==> config.mk <==
export PLATFORM = sky130hd
export DESIGN_NAME = infix_to_postfix_converter_top
export DESIGN_NICKNAME = d
export VERILOG_FILES = /design/src/design/itp_pkg.sv /design/src/design/itp_ctrl.sv /design/src/design/itp_datapath.sv /design/src/design/infix_to_postfix_converter_top.sv
export SDC_FILE = /design/constraint.sdc
export NUM_CORES = 1
export LEC_CHECK = 0
export BUFFER_PORTS_ARGS = -buffer_cell sky130_fd_sc_hd__buf_2
export CORE_UTILIZATION = 51
export DETAILED_ROUTE_END_ITERATION = 10
export PLACE_DENSITY = 0.73
export SYNTH_ARGS = -nofsm -noshare
export SYNTH_HDL_FRONTEND = slang
export SYNTH_SLANG_ARGS = --single-unit
==> constraint.sdc <==
create_clock -name clk_i -period 9.5 [get_ports clk_i]
set_input_delay 0 -clock clk_i [delete_from_list [all_inputs] [get_ports clk_i]]
set_output_delay 0 -clock clk_i [all_outputs]
set_load 0.005 [all_outputs]
==> src/design/itp_pkg.sv <==
`default_nettype none

package itp_pkg;

  // Default sizes of the operator stack and of the stored precedence.
  localparam int StackDepthDef = 16;
  localparam int PrecBitsDef   = 4;

  // Field widths of the stream payloads.
  localparam int NumW      = 64;
  localparam int CodeW     = 4;
  localparam int PrecW     = 4;
  localparam int TokKindW  = 3;
  localparam int OutKindW  = 2;
  localparam int ErrW      = 2;
  localparam int InDataW   = 72;
  localparam int OutDataW  = 72;

  // Input token kinds.
  localparam logic [TokKindW-1:0] TK_NUM    = 3'd0;
  localparam logic [TokKindW-1:0] TK_OPER   = 3'd1;
  localparam logic [TokKindW-1:0] TK_LPAREN = 3'd2;
  localparam logic [TokKindW-1:0] TK_RPAREN = 3'd3;
  localparam logic [TokKindW-1:0] TK_FUNC   = 3'd4;

  // Result kinds.
  localparam logic [OutKindW-1:0] OK_NUM  = 2'd0;
  localparam logic [OutKindW-1:0] OK_OPER = 2'd1;
  localparam logic [OutKindW-1:0] OK_FUNC = 2'd2;

  // Error codes.
  localparam logic [ErrW-1:0] ERR_NONE      = 2'd0;
  localparam logic [ErrW-1:0] ERR_PAREN     = 2'd1;
  localparam logic [ErrW-1:0] ERR_OVERFLOW  = 2'd2;
  localparam logic [ErrW-1:0] ERR_UNDERFLOW = 2'd3;

  // Kind of a stacked entry.
  typedef enum logic [1:0] {
    SK_OPER   = 2'd0,
    SK_LPAREN = 2'd1,
    SK_FUNC   = 2'd2
  } stk_kind_e;

  // Source of a produced result.
  typedef enum logic [1:0] {
    RES_NUM = 2'd0,
    RES_POP = 2'd1,
    RES_ERR = 2'd2
  } res_sel_e;

  // One result item.
  typedef struct packed {
    logic [OutKindW-1:0] kind;
    logic [NumW-1:0]     num;
    logic [CodeW-1:0]    code;
    logic [ErrW-1:0]     err;
  } res_t;

  // Commands from the controller to the datapath.
  typedef struct packed {
    logic            load_tok;
    logic            push;
    logic            pop;
    logic            clear;
    logic            produce;
    res_sel_e        res_sel;
    logic [ErrW-1:0] err;
    logic            finish;
  } itp_cmd_t;

  // Status from the datapath to the controller.
  typedef struct packed {
    logic [TokKindW-1:0] tok_kind;
    logic                tok_last;
    logic                sp_zero;
    logic                sp_full;
    stk_kind_e           top_kind;
    logic                top_ge;
    logic                emit_ok;
    logic                pend_valid;
    logic                out_free;
  } itp_stat_t;

endpackage

`default_nettype wire

==> src/design/itp_ctrl.sv <==
`default_nettype none

module itp_ctrl (
  input  wire logic              clk_i,
  input  wire logic              rst_ni,
  input  wire logic              in_valid_i,
  output logic                   in_ready_o,
  input  wire itp_pkg::itp_stat_t stat_i,
  output itp_pkg::itp_cmd_t       cmd_o
);
  import itp_pkg::*;

  typedef enum logic [5:0] {
    ST_IDLE     = 6'b000001,
    ST_DISPATCH = 6'b000010,
    ST_OPER     = 6'b000100,
    ST_RPAREN   = 6'b001000,
    ST_RPFUNC   = 6'b010000,
    ST_FLUSH    = 6'b100000
  } state_e;

  state_e state_q, state_d;
  state_e after_step;
  logic   rdy;

  // After a token without error, the end mark leads into the flush.
  assign after_step = stat_i.tok_last ? ST_FLUSH : ST_IDLE;

  // Next state and datapath commands.
  always_comb begin
    state_d = state_q;
    cmd_o   = '0;
    rdy     = 1'b0;
    unique case (state_q)
      ST_IDLE: begin
        // The held result of the previous token leaves marked as last.
        rdy          = !stat_i.pend_valid || stat_i.out_free;
        cmd_o.finish = stat_i.pend_valid && stat_i.out_free;
        if (in_valid_i && rdy) begin
          cmd_o.load_tok = 1'b1;
          state_d        = ST_DISPATCH;
        end
      end
      ST_DISPATCH: begin
        if (stat_i.tok_kind == TK_NUM) begin
          if (stat_i.emit_ok) begin
            cmd_o.produce = 1'b1;
            cmd_o.res_sel = RES_NUM;
            state_d       = after_step;
          end
        end else if (stat_i.tok_kind == TK_OPER) begin
          state_d = ST_OPER;
        end else if (stat_i.tok_kind == TK_LPAREN || stat_i.tok_kind == TK_FUNC) begin
          if (stat_i.sp_full) begin
            if (stat_i.emit_ok) begin
              cmd_o.produce = 1'b1;
              cmd_o.res_sel = RES_ERR;
              cmd_o.err     = ERR_OVERFLOW;
              cmd_o.clear   = 1'b1;
              state_d       = ST_IDLE;
            end
          end else begin
            cmd_o.push = 1'b1;
            state_d    = after_step;
          end
        end else if (stat_i.tok_kind == TK_RPAREN) begin
          if (stat_i.sp_zero) begin
            if (stat_i.emit_ok) begin
              cmd_o.produce = 1'b1;
              cmd_o.res_sel = RES_ERR;
              cmd_o.err     = ERR_UNDERFLOW;
              cmd_o.clear   = 1'b1;
              state_d       = ST_IDLE;
            end
          end else begin
            state_d = ST_RPAREN;
          end
        end else begin
          // Unknown kinds do nothing, but the end mark still flushes.
          state_d = after_step;
        end
      end
      ST_OPER: begin
        // Pop stacked entries that bind at least as tightly, then push.
        if (!stat_i.sp_zero && stat_i.top_kind != SK_LPAREN && stat_i.top_ge) begin
          if (stat_i.emit_ok) begin
            cmd_o.pop     = 1'b1;
            cmd_o.produce = 1'b1;
            cmd_o.res_sel = RES_POP;
          end
        end else if (stat_i.sp_full) begin
          if (stat_i.emit_ok) begin
            cmd_o.produce = 1'b1;
            cmd_o.res_sel = RES_ERR;
            cmd_o.err     = ERR_OVERFLOW;
            cmd_o.clear   = 1'b1;
            state_d       = ST_IDLE;
          end
        end else begin
          cmd_o.push = 1'b1;
          state_d    = after_step;
        end
      end
      ST_RPAREN: begin
        // Pop down to the matching left parenthesis and drop it.
        if (stat_i.sp_zero) begin
          if (stat_i.emit_ok) begin
            cmd_o.produce = 1'b1;
            cmd_o.res_sel = RES_ERR;
            cmd_o.err     = ERR_PAREN;
            cmd_o.clear   = 1'b1;
            state_d       = ST_IDLE;
          end
        end else if (stat_i.top_kind != SK_LPAREN) begin
          if (stat_i.emit_ok) begin
            cmd_o.pop     = 1'b1;
            cmd_o.produce = 1'b1;
            cmd_o.res_sel = RES_POP;
          end
        end else begin
          cmd_o.pop = 1'b1;
          state_d   = ST_RPFUNC;
        end
      end
      ST_RPFUNC: begin
        // A function right under the parenthesis is emitted as well.
        if (!stat_i.sp_zero && stat_i.top_kind == SK_FUNC) begin
          if (stat_i.emit_ok) begin
            cmd_o.pop     = 1'b1;
            cmd_o.produce = 1'b1;
            cmd_o.res_sel = RES_POP;
            state_d       = after_step;
          end
        end else begin
          state_d = after_step;
        end
      end
      ST_FLUSH: begin
        if (stat_i.sp_zero) begin
          state_d = ST_IDLE;
        end else if (stat_i.top_kind == SK_LPAREN) begin
          if (stat_i.emit_ok) begin
            cmd_o.produce = 1'b1;
            cmd_o.res_sel = RES_ERR;
            cmd_o.err     = ERR_PAREN;
            cmd_o.clear   = 1'b1;
            state_d       = ST_IDLE;
          end
        end else if (stat_i.emit_ok) begin
          cmd_o.pop     = 1'b1;
          cmd_o.produce = 1'b1;
          cmd_o.res_sel = RES_POP;
        end
      end
      default: begin
        state_d = ST_IDLE;
      end
    endcase
  end

  assign in_ready_o = rdy;

  // State register.
  always_ff @(posedge clk_i or negedge rst_ni) begin
    if (!rst_ni) begin
      state_q <= ST_IDLE;
    end else begin
      state_q <= state_d;
    end
  end

endmodule

`default_nettype wire

==> src/design/itp_datapath.sv <==
`default_nettype none

module itp_datapath #(
  parameter int StackDepth = itp_pkg::StackDepthDef,
  parameter int PrecBits   = itp_pkg::PrecBitsDef
) (
  input  wire logic                           clk_i,
  input  wire logic                           rst_ni,
  input  wire logic [itp_pkg::TokKindW-1:0]   tok_kind_i,
  input  wire logic [itp_pkg::NumW-1:0]       tok_num_i,
  input  wire logic [itp_pkg::CodeW-1:0]      tok_code_i,
  input  wire logic [itp_pkg::PrecW-1:0]      tok_prec_i,
  input  wire logic                           tok_last_i,
  input  wire itp_pkg::itp_cmd_t              cmd_i,
  output itp_pkg::itp_stat_t                  stat_o,
  output logic                                out_valid_o,
  input  wire logic                           out_ready_i,
  output itp_pkg::res_t                       out_res_o,
  output logic                                out_last_o
);
  import itp_pkg::*;

  // Stored precedence keeps only the low PrecBits of the field.
  localparam int PW   = (PrecBits < PrecW) ? PrecBits : PrecW;
  localparam int EW   = PW + CodeW + 2;
  localparam int SpW  = $clog2(StackDepth + 1);
  localparam int AW   = (StackDepth > 1) ? $clog2(StackDepth) : 1;

  // Token register.
  logic [TokKindW-1:0] tok_kind_q;
  logic [NumW-1:0]     tok_num_q;
  logic [CodeW-1:0]    tok_code_q;
  logic [PW-1:0]       tok_prec_q;
  logic                tok_last_q;

  // Operator stack: memory plus a register that mirrors the top entry.
  logic [EW-1:0]  stack_mem [StackDepth];
  logic [EW-1:0]  top_q;
  logic [EW-1:0]  push_entry;
  logic [SpW-1:0] sp_q, sp_d;
  logic [SpW-1:0] rd_ptr;
  stk_kind_e      push_kind;
  stk_kind_e      top_kind;

  // Held result and output register.
  res_t pend_q, pend_d;
  logic pend_valid_q;
  res_t out_q;
  logic out_valid_q;
  logic out_last_q;
  logic out_free;
  logic move_out;

  always_ff @(posedge clk_i) begin
    if (cmd_i.load_tok) begin
      tok_kind_q <= tok_kind_i;
      tok_num_q  <= tok_num_i;
      tok_code_q <= tok_code_i;
      tok_prec_q <= tok_prec_i[PW-1:0];
      tok_last_q <= tok_last_i;
    end
  end

  // Entry pushed for the current token.
  always_comb begin
    if (tok_kind_q == TK_OPER) begin
      push_kind = SK_OPER;
    end else if (tok_kind_q == TK_LPAREN) begin
      push_kind = SK_LPAREN;
    end else begin
      push_kind = SK_FUNC;
    end
  end
  assign push_entry = {push_kind, tok_code_q, tok_prec_q};

  // Stack pointer update; an error clears the whole stack.
  always_comb begin
    sp_d = sp_q;
    priority if (cmd_i.clear) begin
      sp_d = '0;
    end else if (cmd_i.push) begin
      sp_d = sp_q + SpW'(1);
    end else if (cmd_i.pop) begin
      sp_d = sp_q - SpW'(1);
    end
  end

  always_ff @(posedge clk_i or negedge rst_ni) begin
    if (!rst_ni) begin
      sp_q <= '0;
    end else begin
      sp_q <= sp_d;
    end
  end

  // Read the entry under the next pointer; a push goes straight to the top.
  assign rd_ptr = sp_d - SpW'(1);

  always_ff @(posedge clk_i) begin
    if (cmd_i.push) begin
      stack_mem[sp_q[AW-1:0]] <= push_entry;
      top_q                   <= push_entry;
    end else begin
      top_q <= stack_mem[rd_ptr[AW-1:0]];
    end
  end

  assign top_kind = stk_kind_e'(top_q[EW-1:EW-2]);

  // New result for the held slot.
  always_comb begin
    pend_d = '0;
    unique case (cmd_i.res_sel)
      RES_NUM: begin
        pend_d.kind = OK_NUM;
        pend_d.num  = tok_num_q;
      end
      RES_POP: begin
        pend_d.kind = (top_kind == SK_FUNC) ? OK_FUNC : OK_OPER;
        pend_d.code = top_q[PW+CodeW-1:PW];
      end
      RES_ERR: begin
        pend_d.err = cmd_i.err;
      end
      default: begin
        pend_d = '0;
      end
    endcase
  end

  // A result waits in the held slot until it is known whether it ends the run.
  assign out_free = !out_valid_q || out_ready_i;
  assign move_out = (cmd_i.produce && pend_valid_q) || cmd_i.finish;

  always_ff @(posedge clk_i or negedge rst_ni) begin
    if (!rst_ni) begin
      pend_valid_q <= 1'b0;
      out_valid_q  <= 1'b0;
    end else begin
      if (cmd_i.produce) begin
        pend_valid_q <= 1'b1;
      end else if (cmd_i.finish) begin
        pend_valid_q <= 1'b0;
      end
      if (move_out) begin
        out_valid_q <= 1'b1;
      end else if (out_ready_i) begin
        out_valid_q <= 1'b0;
      end
    end
  end

  always_ff @(posedge clk_i) begin
    if (cmd_i.produce) begin
      pend_q <= pend_d;
    end
    if (move_out) begin
      out_q      <= pend_q;
      out_last_q <= cmd_i.finish;
    end
  end

  // Status toward the controller.
  always_comb begin
    stat_o            = '0;
    stat_o.tok_kind   = tok_kind_q;
    stat_o.tok_last   = tok_last_q;
    stat_o.sp_zero    = (sp_q == '0);
    stat_o.sp_full    = (sp_q >= SpW'(StackDepth));
    stat_o.top_kind   = top_kind;
    stat_o.top_ge     = (top_q[PW-1:0] >= tok_prec_q);
    stat_o.emit_ok    = !pend_valid_q || out_free;
    stat_o.pend_valid = pend_valid_q;
    stat_o.out_free   = out_free;
  end

  assign out_valid_o = out_valid_q;
  assign out_res_o   = out_q;
  assign out_last_o  = out_last_q;

endmodule

`default_nettype wire

==> src/design/infix_to_postfix_converter_top.sv <==
// Channel   Dir  tdata (low bit first)                            tuser        tlast
// s_axis    in   number_bits[63:0] operator_code[67:64]           token_kind   end_of_expression
//                precedence[71:68]
// m_axis    out  out_number_bits[63:0] out_operator_code[67:64]   out_kind     last_of_run
//                error_code[69:68], zero pad[71:70]
//
// A token is taken and then dispatched; an operator then pops entries one at a time before
// its push, and a right parenthesis pops those above its left parenthesis, drops it and
// emits a function right under it. An end mark then flushes the stack entry by entry; an error
// ends the token at once. The stack memory has one read port and a registered top entry.
// Reset empties the stack at once; stack entries are undefined until pushed.
// A stalled output holds steps that produce results and the input while a last result waits.
`default_nettype none

module infix_to_postfix_converter_top #(
  parameter int STACK_DEPTH     = itp_pkg::StackDepthDef,
  parameter int PRECEDENCE_BITS = itp_pkg::PrecBitsDef
) (
  input  wire logic                           clk_i,
  input  wire logic                           rst_ni,
  input  wire logic                           s_axis_tvalid_i,
  output logic                                s_axis_tready_o,
  // number_bits, operator_code, precedence
  input  wire logic [itp_pkg::InDataW-1:0]    s_axis_tdata_i,
  // token_kind
  input  wire logic [itp_pkg::TokKindW-1:0]   s_axis_tuser_i,
  input  wire logic                           s_axis_tlast_i,
  output logic                                m_axis_tvalid_o,
  input  wire logic                           m_axis_tready_i,
  // out_number_bits, out_operator_code, error_code, zero pad
  output logic [itp_pkg::OutDataW-1:0]        m_axis_tdata_o,
  // out_kind
  output logic [itp_pkg::OutKindW-1:0]        m_axis_tuser_o,
  output logic                                m_axis_tlast_o
);
  import itp_pkg::*;

  itp_cmd_t  cmd;
  itp_stat_t stat;
  res_t      out_res;

  // Sequencer for the shunting-yard steps.
  itp_ctrl u_ctrl (
    .clk_i      (clk_i),
    .rst_ni     (rst_ni),
    .in_valid_i (s_axis_tvalid_i),
    .in_ready_o (s_axis_tready_o),
    .stat_i     (stat),
    .cmd_o      (cmd)
  );

  // Token register, operator stack and result registers.
  itp_datapath #(
    .StackDepth (STACK_DEPTH),
    .PrecBits   (PRECEDENCE_BITS)
  ) u_datapath (
    .clk_i       (clk_i),
    .rst_ni      (rst_ni),
    .tok_kind_i  (s_axis_tuser_i),
    .tok_num_i   (s_axis_tdata_i[NumW-1:0]),
    .tok_code_i  (s_axis_tdata_i[NumW+CodeW-1:NumW]),
    .tok_prec_i  (s_axis_tdata_i[NumW+CodeW+PrecW-1:NumW+CodeW]),
    .tok_last_i  (s_axis_tlast_i),
    .cmd_i       (cmd),
    .stat_o      (stat),
    .out_valid_o (m_axis_tvalid_o),
    .out_ready_i (m_axis_tready_i),
    .out_res_o   (out_res),
    .out_last_o  (m_axis_tlast_o)
  );

  // Pack the result fields.
  assign m_axis_tdata_o = {2'b00, out_res.err, out_res.code, out_res.num};
  assign m_axis_tuser_o = out_res.kind;

endmodule

`default_nettype wire

Yosys cells after proc, flatten, opt, wreduce, memory -nomap -nowiden
Memory sizes are Yosys's and may differ from the RTL's. A register that Yosys moved wholly into a read port is not among the register bits.
Cells that the tools add are included.
Widths: inputs -> output; s select.
{"block": "classes", "eq_ne": 19, "reduce_logical": 19, "add_sub_neg": 3, "n_lt_le_gt_ge": 2, "mux": 74}
{"op": "$mux 6", "n": 24}
{"op": "$pmux 6 s6", "n": 1}
{"op": "$mux 1", "n": 25}
{"op": "$mux 3", "n": 8}
{"op": "$mux 5", "n": 3}
{"op": "$pmux 3 s5", "n": 1}
{"op": "$mux 2", "n": 7}
{"op": "$pmux 1 s4", "n": 2}
{"op": "$pmux 2 s4", "n": 1}
{"op": "$mux 7", "n": 1}
{"op": "$eq 3x2->1 const B", "n": 2}
{"op": "$eq 6x1->1 const B", "n": 1}
{"op": "$eq 6x2->1 const B", "n": 1}
{"op": "$eq 6x3->1 const B", "n": 1}
{"op": "$eq 6x4->1 const B", "n": 1}
{"op": "$eq 6x5->1 const B", "n": 1}
{"op": "$eq 6x6->1 const B", "n": 1}
{"op": "$logic_and 1x1->1", "n": 6}
{"op": "$add 5x1->5 const B", "n": 1}
{"op": "$ge 5x5->1 const B", "n": 1}
{"op": "$logic_not 5->1", "n": 1}
{"op": "$sub 5x1->5 const B", "n": 1}
{"op": "$eq 2x1->1 const B", "n": 2}
{"op": "$eq 2x2->1 const B", "n": 2}
{"op": "15 further kinds", "n": 22}
{"block": "totals", "ram_bits": 160, "register_bits": 234, "in_bits": 80, "n_memories": 1, "output_inout_bits": 77, "word_cells": 136}
{"memory": "u_datapath.stack_mem", "depth": 16, "word_bits": 10, "rd": 1, "rd_clocked_by_memory_dff": 1, "write_ports": 1, "line_no": "itp_datapath.sv:37", "source": "logic [EW-1:0] stack_mem [StackDepth];"}

Logic depth before layout (Yosys ltp)
Gate-level depths: netlist of run 1.
{"block": "depth", "ltp_word": 13, "ltp_mapped": 17, "ltp_nobuf": 15}

By module
From an unflattened synthesis of run 1, not the netlist that was laid out.
{"block": "hier_totals", "cells_unflattened": 822, "area_unflattened_um2": 15368.5}
{"mod": "itp_datapath", "cells_each": 692, "area_each_um2": 14452.6, "instances": 1, "seq_area_each_um2": 11816.3}
{"mod": "itp_ctrl", "cells_each": 127, "area_each_um2": 897.1, "instances": 1, "seq_area_each_um2": 151.4}
{"mod": "infix_to_postfix_converter_top", "cells_each": 3, "area_each_um2": 18.8, "instances": 1, "seq_area_each_um2": 0.0}

Worst setup path after synthesis of run 1
No wires, ideal clock.
{"block": "synth_path", "path_kind": "reg2reg", "startpoint": "reg (tool-made name)", "endpoint": "reg u_datapath.out_last_q (netlist: u_datapath.out_last_o) (enable)", "path_slack_ns": -0.070, "path_buffers": 2, "period_less_slack_ns": 9.570, "t_arrival_ns": 9.137, "required_ns": 9.067, "stages_incl_launch_ff": 14, "setup_ns": 0.433, "path_cell_list": "dfxtp_1 clkbuf_1 clkbuf_1 mux4_2 mux4_2 ha_1 o21ai_0 o21a_1 or2_2 nor2_1 o21ai_0 a31oi_1 nand2_1 nand2_1"}
{"element": "to (signal assigned)", "line_no": "itp_datapath.sv:159", "source": "out_last_q <= cmd_i.finish;"}
{"element": "to (decl)", "line_no": "itp_datapath.sv:50", "source": "logic out_last_q;"}

==> metrics.txt, run 1 <==
outcome=finished, final reports clean; top cell type's share of synthesized area=76.3%; Layout area overhead=22.5%; Internal=0.00351 W; hold endpoint=u_datapath.tok_num_q[14]; final period utilization=57.5%; Port Buffers=154; drt drc=0; Net Sw Power=0.00124 W; most common cell in the netlist=edfxtp_1; cell chain of the critical path=buf_4 -> mux4_2 -> mux4_2 -> ha_1 -> o21ai_0 -> o21a_1 -> or2_2 -> nor2_1 -> o21ai_0 -> a31oi_4 -> buf_4 -> nand2_1 -> nand2_4; Placement Rows=62; Max FO, Critical Path=75; Overall Global Routing Usage=20.6%; main area contributors after synthesis=edfxtp_1 76%, mux4_2 6.6%, and3_1 2.8%; I/O pin count=157; grt ovf=0; Hold Path Origin=s_axis_tdata_i[14]; Core ar.=28,900 um^2; Arr. time, crit path=5.60 ns; Setup Fix Bufs, Post-CTS=0; Final Hold Fails=0; first-pass GRT wire length=46,800 um; final core utilization=63.7%; async set or reset register ratio after synthesis=3.27%; share of layout cells above drive strength 1=27.6%; setup slack, reg-to-reg=4.04 ns; DRT antenna net count=0; worst rel slew slack=34.0%; Filler cells=1,964; TritonRoute pass-1 iters=5; Die Span Y=174 um; mapped cell area=15,000 um^2; RSZ-0062 raised after global routing=no; vias in the first global route=8,087; Bufs on Longest Clock Path=3; Wirelength per Cell=20.7 um; Sink Count=398; clock share of power=31.7%; hold buffers post-CTS=81; peak supply drop=0.000190 V; Post-synth top cells=381 x edfxtp_1, 67 x and3_1, 44 x mux4_2, 38 x nor2_1, 32 x clkbuf_1; Gate power share=18.9%; CTS Buf Count=39; worst flop-to-flop path endpoint=u_datapath.out_res_o[4]; Seq pwr share=49.3%; Synth area leader=edfxtp_1; slowest stage cell on the critical path=buf_4; Net Sw Frac=26.1%; Max Fclk=183 MHz; CP Capture Type=flip-flop; Chip Width=174 um; slowest stage delay, CP=0.74 ns; pin count of the biggest net entering global routing=76; worst reg2reg path depth=13; Starting Density=52.0%; area of the multi-input gates=2970 um^2; CTS resizes=0; Leakage=6.63 nW; initial antenna violation count=1; syn_area_per_cell=18.8 um^2; NumNets Final=1,150; final worst path period need=5.46 ns; die area=30,100 um^2; Worst setup SP type=flip-flop; synth warn=0; via count=8,082; pwr dens=259 nW/um^2; Fin Clk Skew=0.0310 ns; Hold Crit Class=input pin to flip-flop; hold depth=2; Clock transition at path regs=0.06 ns; Clock Root Buffer=clkbuf_16; Yosys cell types=63; Slew Viols, Final=0; post-synthesis register bit count=398; final WL=30,400 um; CTS tree=done; routability cong.=0.900; hpwl dp=17,600 um; number of max-cap violations=0; via-per-instance ratio=5.50; Reg area=11,800 um^2; First DRT Iteration DRCs=799; Clk Latency, worst-skew pair=0.54 ns; setup violators final=0; setup TNS=0 ns; Post-synth EDFFs=381; Worst EP required=9.64 ns; post-synthesis sequential area ratio=79.0%; CTS H-tree lvls=2; ys flop type=edfxtp_1; Slew @ Worst Pin=0.990 ns; Crit Path Class=flip-flop to flip-flop; post-synthesis instance total=800
[power groups by stage]
stage,registers [W],clock network (W),logic [W]
3_5_place_dp,0.00238,0,0.000874
2_1_floorplan,0.00233,0,0.000657
4_1_cts,0.00234,0.00152,0.000907
6_report,0.00234,0.00151,0.000900
5_1_grt,0.00237,0.00160,0.000989
3_3_place_gp,0.00237,0,0.000862
[flip-flops by register name, summed over array words and instances, names as in the netlist, named ones only]
signal and flops:
u_ctrl.state_q 6, u_datapath.out_last_o 1, u_datapath.out_res_o 72, u_datapath.out_valid_o 1, u_datapath.pend_q 72, u_datapath.pend_valid_q 1
u_datapath.sp_q 5, u_datapath.stack_mem 160, u_datapath.tok_code_q 4, u_datapath.tok_kind_q 3, u_datapath.tok_last_q 1, u_datapath.tok_num_q 64
u_datapath.tok_prec_q 4
[critical path: cells and delay by family, from the launching register on]
kind                     cells  cell delay [ns]
buffers and inverters        2             1.30
adder cells (fa/ha/maj)      1             0.29
AO/OA/AOI/OAI                4             0.60
multiplexers                 2             1.08
AND/OR/NAND/NOR              4             1.35
flip-flops                   1             0.31
[metrics by stage]
stage,total power [W],hold WS [ns],std cells,setup WS (ns),area (um^2)
6_report,0.00475,0.172,1470,4.04,18400
5_1_grt,0.00496,0.161,1470,3.60,18400
4_1_cts,0.00477,0.156,1469,3.96,18400
3_5_place_dp,0.00325,-0.0962,1322,4.00,16300
3_3_place_gp,0.00323,-0.0962,1322,4.03,16300
2_1_floorplan,0.00299,-0.296,801,1.73,15000
[logic make-up (layout without fill, tap and decap cells)]
logic type                 Yosys count  after routing  synth area share [%]
other                                1              3                0.0250
muxes                               54             54                  7.72
and+or+nand+nor                    199            199                  7.34
DFF                                398            398                  79.0
xor gates and xnor gates             7              7                 0.409
adders and majority gates           10             10                 0.834
AOI/OAI and AO/OA                   74             74                  3.10
buffers and inverters               57            341                  1.61
[cell type report]
class,count,share of cell area [%]
clock inverters,17,1.17
repair buffers,259,9.59
well taps,384,2.61
diodes,1,0.0136
multi-input cells,346,16.2
clock buffers,49,5.63
inverters,16,0.327
flip-flops and latches,398,64.5
[placed cells by master, fill, tap and decap left out, types with 12 or more instances in the layout]
cell type / instances
inv_1: 16
mux4_2: 44
nor2_1: 37
clkbuf_16: 40
nand2_1: 27
and3_1: 67
edfxtp_1: 381
buf_4: 24
nor3_1: 12
dfrtp_1: 12
o21ai_0: 25
dlygate4sd3_1: 81
a21oi_1: 19
buf_2: 154
[worst max path at each step]
stage / slack [ns] / to / cells past startpoint
final: 4.04 / u_datapath.out_res_o[4] / 13
after global routing: 3.60 / u_datapath.out_res_o[2] / 13
after CTS: 3.96 / u_datapath.out_res_o[4] / 13
after detailed placement: 4.00 / u_datapath.out_res_o[26] / 13
after global placement: 4.03 / u_datapath.out_res_o[26] / 13
after floorplan: 1.73 / u_datapath.out_last_o / 13
[layer usage]
layer	GRT usage [%]	share of wire (%)	vias to the layer above
met3	3.64	6.2	59
met4	7.01	2.8	0
met1	27.8	41	4022
met5	0	0	-
met2	34.2	50	313
li1	-	-	3688
(Power assumes the default switching activity.)
==> inputs of run 2 (changes only) <==
--- a/config.mk
+++ b/config.mk
@@ -5,6 +5,7 @@
 export SDC_FILE = /design/constraint.sdc
 export NUM_CORES = 1
 export LEC_CHECK = 0
+export ABC_AREA = 1
 export BUFFER_PORTS_ARGS = -buffer_cell sky130_fd_sc_hd__buf_2
 export CORE_UTILIZATION = 51
 export DETAILED_ROUTE_END_ITERATION = 10
==> constraint.sdc (replaced) <==
create_clock -name clk_i -period 5 [get_ports clk_i]
set_input_delay 0 -clock clk_i [delete_from_list [all_inputs] [get_ports clk_i]]
set_output_delay 0 -clock clk_i [all_outputs]
set_load 0.005 [all_outputs]
==> run 2 against run 1 <==
- critical path depth rose by 2
- fmax rose by 31%
- flip-flop and latch count did not move
- sequential share of layout area fell by 1.4 points
- global-route usage rose by 1.0 points
- design area rose by 2.3%
- critical endpoint is now u_datapath.out_res_o[56]
- die area rose by 2.8%
- hold slack improved by 0.0032 ns
- clock-buffer cell count rose by 1
- setup slack got worse by 3.2 ns
==> metrics.txt, run 2 <==
Clock transition at path regs=0.06 ns (about the same); Worst EP required=5.04 ns (-4.60 ns); Overall Global Routing Usage=21.6% (+1.0 points); first-pass GRT wire length=51,100 um (+9.2%); Yosys cell types=48 (-24%); synth warn=0 (unchanged); Die Span Y=176 um (+1.4%); TritonRoute pass-1 iters=5 (unchanged); Post-synth EDFFs=381 (unchanged); Bufs on Longest Clock Path=3 (unchanged); Leakage=7.18 nW (+8.3%); final worst path period need=4.18 ns (-1.28 ns); Crit Path Class=flip-flop to flip-flop; Max FO, Critical Path=82 (+9.3%); NumNets Final=1,477 (+28%); peak supply drop=0.000300 V (+57%); First DRT Iteration DRCs=1,010 (+26%); commonest non-fill, non-tap cell in the layout=edfxtp_1; Core ar.=29,700 um^2 (+3.0%); I/O pin count=157 (unchanged); CTS tree=done; CTS resizes=0 (unchanged); Final Instance Count excl. Fillers=1,806 (+23%); Clk Latency, worst-skew pair=0.54 ns (about the same); Slew Viols, Final=0 (unchanged); syn_area_per_cell=13.8 um^2 (-26%); Max Fclk=239 MHz (+31%); via-per-instance ratio=5.29 (-3.8%); DRT antenna net count=0 (unchanged); share of layout cells above drive strength 1=22.8% (-4.9 points); Post-synth top cells=381 x edfxtp_1, 146 x inv_1, 116 x nor2_1, 96 x nand2_1, 83 x o21ai_0; Slew @ Worst Pin=1.02 ns (+0.0264 ns); setup violators final=0 (unchanged); grt ovf=0 (unchanged); Chip Width=176 um (+1.4%); placed cell count=1,655 (+25%); met1 GRT Util=28.5% (+0.76 points); Layout area overhead=21.8%; vias in the first global route=9,576 (+18%); most common cell in the netlist=edfxtp_1; via count=9,556 (+18%); drt drc=0 (unchanged); hpwl dp=20,000 um (+13%); met3 Use GR=2.99% (-0.65 points); mapped cell area=15,400 um^2 (+2.8%); ys flop type=edfxtp_1; Top Usage Layer GRT=met2; final WL=33,300 um (+9.8%); Placement Rows=63 (+1.6%); post-synthesis register bit count=398 (unchanged); Sink Count=398 (unchanged); main area contributors after synthesis=edfxtp_1 74%, inv_1 3.6%, nor2_1 2.8%; outcome=finished, final reports clean; RSZ-0062 raised after global routing=no; Starting Density=51.9% (-0.089 points); top cell type's share of synthesized area=74.2% (-2.1 points); pwr dens=521 nW/um^2 (+100%); max reg flops=160 (unchanged); Port Buffers=154 (unchanged); Wirelength per Cell=18.5 um (-11%); CTS Buf Count=39 (unchanged); worst rel slew slack=32.2% (-1.8 points); met2 Use GR=36.0% (+1.8 points); Arr. time, crit path=4.21 ns (-1.39 ns); number of max-cap violations=0 (unchanged); routability cong.=0.891 (-1.0%); hold_ws=0.175 ns (+0.00321 ns); post-synthesis sequential area ratio=76.8% (-2.2 points); Final Hold Fails=0 (unchanged); Worst setup SP type=flip-flop; CTS H-tree lvls=2 (unchanged); commonest cells after routing, fill and taps aside=381 x edfxtp_1, 154 x buf_2, 146 x inv_1; pin count of the biggest net entering global routing=83 (+9.2%); initial antenna violation count=1 (unchanged); die area=30,900 um^2 (+2.8%); async set or reset register ratio after synthesis=3.27% (unchanged); final period utilization=83.5% (+26 points); Synth area leader=edfxtp_1; Hold Crit Class=input pin to flip-flop; CP Capture Type=flip-flop; Clock Root Buffer=clkbuf_16; setup TNS=0 ns (unchanged); post-synthesis instance total=1,116 (+40%); Fin Clk Skew=0.0267 ns (-0.00423 ns)
## run 2: changes by cell type in the layout (fill, tap and decap cells not counted), moves of 58 or more
| cell | before | now |
|---|---|---|
| and3_1 | 67 | 0 |
| inv_1 | 16 | 146 |
| nand2_1 | 27 | 94 |
| nor2_1 | 37 | 116 |
| nor2_2 | 1 | 62 |
| o21ai_0 | 25 | 83 |
## run 2: worst max-delay path: stages (launching register included)
cell	delay, ns
dfxtp_2	0.33
buf_4	0.61
o21ai_0	0.25
o221ai_1	0.25
o211ai_1	0.12
nand2_1	0.08
inv_1	0.05
ha_1	0.28
nand4_1	0.10
nand3_1	0.11
nand3_2	0.13
inv_1	0.11
o21ai_0	0.41
nand2_4	0.07
nand2_1	0.14
nand2_4	0.53
## run 2: area by class of cell
class | count | area (um^2)
fill | 2080 | 10900
timing repair buffer | 268 | 1850
clock inverter | 19 | 135
clock buffer | 50 | 1080
inverter | 152 | 572
multi-input combinational | 528 | 2810
sequential | 398 | 11800
tap | 390 | 488
antenna | 1 | 2.50
## run 2: kinds of logic (layout without fill, tap and decap cells)
| kind of cell | after synthesis | in the layout | share of synthesized area, % |
|---|---|---|---|
| DFF | 398 | 398 | 76.8 |
| and+or+nand+nor | 356 | 356 | 10.7 |
| buffers and inverters | 191 | 489 | 5.18 |
| AOI/OAI and AO/OA | 155 | 155 | 6.21 |
| adders and majority gates | 10 | 10 | 0.811 |
| xor gates and xnor gates | 5 | 5 | 0.284 |
| other | 1 | 3 | 0.0243 |
## run 2: timing repair
action                                 in CTS  in global routing
buffers inserted                            0                  0
hold buffers                               81                  0
endpoints found under the hold margin      98                  0
## run 2: metal layers
| layer | vias to the layer above | part of all wire (%) | routed length (um) |
|---|---|---|---|
| li1 | 4468 | - | - |
| met1 | 4553 | 40 | 13400 |
| met2 | 455 | 49 | 16400 |
| met3 | 80 | 7.1 | 2350 |
| met4 | 0 | 3.4 | 1140 |
| met5 | - | 0 | 0 |
## run 2: worst paths after layout
kind,from,to,slack [ns],cells after the start
min,s_axis_tdata_i[61],u_datapath.tok_num_q[61],0.17,2
min in group asynchronous,rst_ni,u_ctrl.state_q[0],0.51,3
min reg2reg,u_datapath.pend_q[37],u_datapath.out_res_o[37],0.41,0
max reg2reg,flip-flop,u_datapath.out_res_o[56],0.82,15
max,flip-flop,u_datapath.out_res_o[56],0.82,15
max in group asynchronous,rst_ni,u_datapath.pend_valid_q,3.34,4
## run 2: where the power goes
part	internal [W]	leakage, nW	switching [W]
Sequential	0.00438	3.68	0.000222
Combinational	0.000751	2.90	0.00164
Clock	0.00159	0.598	0.00121
## run 2: per-stage QoR
step	power [W]	cell area (um^2)	setup WS, ns	util, %
floorplan	0.00617	15400	0.255	-
global placement	0.00687	16800	1.08	56.4
detailed placement	0.00696	16800	0.955	56.4
CTS	0.00978	18800	0.927	63.2
global route	0.0102	18800	0.477	63.2
finish	0.00979	18800	0.824	63.2
==> inputs of run 3 (changes only) <==
--- a/config.mk
+++ b/config.mk
@@ -9,7 +9,7 @@
 export BUFFER_PORTS_ARGS = -buffer_cell sky130_fd_sc_hd__buf_2
 export CORE_UTILIZATION = 51
 export DETAILED_ROUTE_END_ITERATION = 10
-export PLACE_DENSITY = 0.73
+export PLACE_DENSITY = 0.71
 export SYNTH_ARGS = -nofsm -noshare
 export SYNTH_HDL_FRONTEND = slang
 export SYNTH_SLANG_ARGS = --single-unit
==> constraint.sdc (replaced) <==
create_clock -name clk_i -period 4.3 [get_ports clk_i]
set_input_delay 0 -clock clk_i [delete_from_list [all_inputs] [get_ports clk_i]]
set_output_delay 0 -clock clk_i [all_outputs]
set_load 0.005 [all_outputs]
==> run 3 against run 2 <==
- total power increased by 17%
- sequential share of layout area decreased by 0.39 points
- largest power group unchanged
- register-to-register slack got worse by 0.21 ns
- first-iteration DRC count decreased by 19%
- critical path depth increased by 1
- routed wire length increased by 1.1%
- largest cell class unchanged
==> metrics.txt, run 3 (synthesis results as in run 2) <==
routability cong.=0.902 (+1.3%); setup TNS=0 ns (unchanged); hold_ws=0.182 ns (+0.00690 ns); worst flop-to-flop path endpoint=u_datapath.out_res_o[3]; Hold Crit Class=input pin to flip-flop; worst rel slew slack=53.1% (+21 points); Top Usage Layer GRT=met2; pwr dens=607 nW/um^2 (+16%); number of max-cap violations=0 (unchanged); Chip Width=176 um (unchanged); met3 Use GR=3.05% (+0.065 points); setup violators final=0 (unchanged); RSZ-0062 raised after global routing=no; CTS H-tree lvls=2 (unchanged); pin count of the biggest net entering global routing=74 (-11%); placed cell area=16,800 um^2 (+0.49%); Arr. time, crit path=3.82 ns (-0.39 ns); clock share of power=29.1% (+0.5 points); instance count on the critical path=16 (+1); Final Hold Fails=0 (unchanged); via-per-instance ratio=5.27 (-0.35%); slowest stage delay, CP=0.40 ns (-0.21 ns); vias in the first global route=9,687 (+1.2%); setup slack, reg-to-reg=0.61 ns (-0.21 ns); Fin Clk Skew=0.0155 ns (-0.0112 ns); Core ar.=29,700 um^2 (unchanged); CTS resizes=0 (unchanged); worst reg2reg path depth=16 (+1); Gate power share=24.3% (-0.2 points); commonest non-fill, non-tap cell in the layout=edfxtp_1; final WL=33,700 um (+1.1%); TritonRoute pass-1 iters=5 (unchanged); hold depth=2 (unchanged); slowest stage cell on the critical path=buf_4; Sink Count=398 (unchanged); Filler cells=2,098 (+0.87%); final worst path period need=3.69 ns (-0.489 ns); Seq pwr share=46.6% (-0.4 points); Clock transition at path regs=0.07 ns (about the same); design area=18,900 um^2 (+0.62%); Placement Rows=63 (unchanged); I/O pin count=157 (unchanged); hold endpoint=u_datapath.tok_last_q; Leakage=7.23 nW (+0.72%); Clk Latency, worst-skew pair=0.53 ns (about the same); area of the multi-input gates=2820 um^2 (+0.31%); Bufs on Longest Clock Path=3 (unchanged); via count=9,586 (+0.31%); Setup Fix Bufs, Post-CTS=0 (unchanged); Internal=0.00787 W (+17%); Worst setup SP type=flip-flop; NumNets Final=1,486 (+0.61%); First DRT Iteration DRCs=816 (-19%); Net Sw Power=0.00359 W (+17%); Port Buffers=154 (unchanged); Hold Path Origin=s_axis_tlast_i; Max FO, Critical Path=73 (-11%); commonest cells after routing, fill and taps aside=381 x edfxtp_1, 154 x buf_2, 146 x inv_1; CTS tree=done; WP buf/inv=3 (unchanged); Crit Path Class=flip-flop to flip-flop; Slew Viols, Final=0 (unchanged); Wirelength per Cell=18.5 um (+0.48%); outcome=finished, final reports clean; hpwl dp=20,300 um (+1.9%); final period utilization=85.7% (+2.2 points); Slew @ Worst Pin=0.701 ns (-0.315 ns); Clock Root Buffer=clkbuf_16; CTS Buf Count=40 (+2.6%); Net Sw Frac=31.3% (-0.068 points); grt ovf=0 (unchanged); initial antenna violation count=1 (unchanged); Starting Density=51.9% (unchanged); DRT antenna net count=0 (unchanged); Die Span Y=176 um (unchanged); peak supply drop=0.000343 V (+15%); first-pass GRT wire length=52,200 um (+2.1%); share of layout cells above drive strength 1=23.3% (+0.51 points); Reg area=11,800 um^2 (unchanged); met2 Use GR=37.5% (+1.5 points); met1 GRT Util=28.8% (+0.32 points); CP Capture Type=flip-flop; max reg flops=160 (unchanged); Max Fclk=271 MHz (+13%); Worst EP required=4.43 ns (-0.61 ns); die area=30,900 um^2 (unchanged); drt drc=0 (unchanged); cell family with most CP delay=simple AND/OR/NAND/NOR gates; cell chain of the critical path=buf_4 -> o21ai_0 -> o221ai_1 -> nand3_1 -> nand2_1 -> ha_1 -> inv_1 -> nor2_1 -> o211ai_1 -> nand3_1 -> nand3_2 -> inv_1 -> o21ai_0 -> nand2_4 -> nand2_1 -> nand2_8; Overall Global Routing Usage=22.1% (+0.41 points); Layout area overhead=22.6%
[run 3: cell type report]
type / count / area share, %
Antenna cell: 1 / 0.0132
Sequential cell: 398 / 62.7
Tap cell: 390 / 2.58
Clock buffer: 43 / 5.35
Multi-Input combinational cell: 528 / 14.9
Clock inverter: 30 / 1.26
Timing Repair Buffer: 276 / 10.2
Inverter: 152 / 3.02
[run 3: through the flow]
step / worst slack (ns) / utilization (%) / cells / total power (W)
2_1_floorplan: 0.0328 / - / 1117 / 0.00717
3_3_place_gp: 0.746 / 56.7 / 1663 / 0.00800
3_5_place_dp: 0.675 / 56.7 / 1663 / 0.00811
4_1_cts: 0.639 / 63.6 / 1817 / 0.0115
5_1_grt: 0.254 / 63.6 / 1818 / 0.0120
6_report: 0.613 / 63.6 / 1818 / 0.0115
[run 3: repair_timing]
action	4_1_cts	5_1_grt
endpoints found under the setup margin	0	0
hold endpoints to repair	99	0
hold buffers	81	0
[run 3: how the worst max path moves through the flow]
stage	from	end	slack [ns]
2_1_floorplan	flip-flop	u_datapath.out_last_o	0.03
3_3_place_gp	flip-flop	u_datapath.out_res_o[57]	0.75
3_5_place_dp	flip-flop	u_datapath.out_res_o[59]	0.68
4_1_cts	flip-flop	u_datapath.out_res_o[4]	0.64
5_1_grt	flip-flop	u_datapath.out_res_o[5]	0.25
6_report	flip-flop	u_datapath.out_res_o[3]	0.61
[run 3: power by group through the flow]
stage	combinational [W]	clock, W	sequential, W
4_1_cts	0.00278	0.00337	0.00534
2_1_floorplan	0.00181	0	0.00537
3_3_place_gp	0.00262	0	0.00538
3_5_place_dp	0.00270	0	0.00541
6_report	0.00279	0.00333	0.00535
5_1_grt	0.00309	0.00354	0.00540
[run 3: per-layer routing]
layer	vias up	routed length (um)
met3	92	1840
met1	4663	13800
met5	-	0
li1	4478	-
met4	0	1090
met2	353	17000
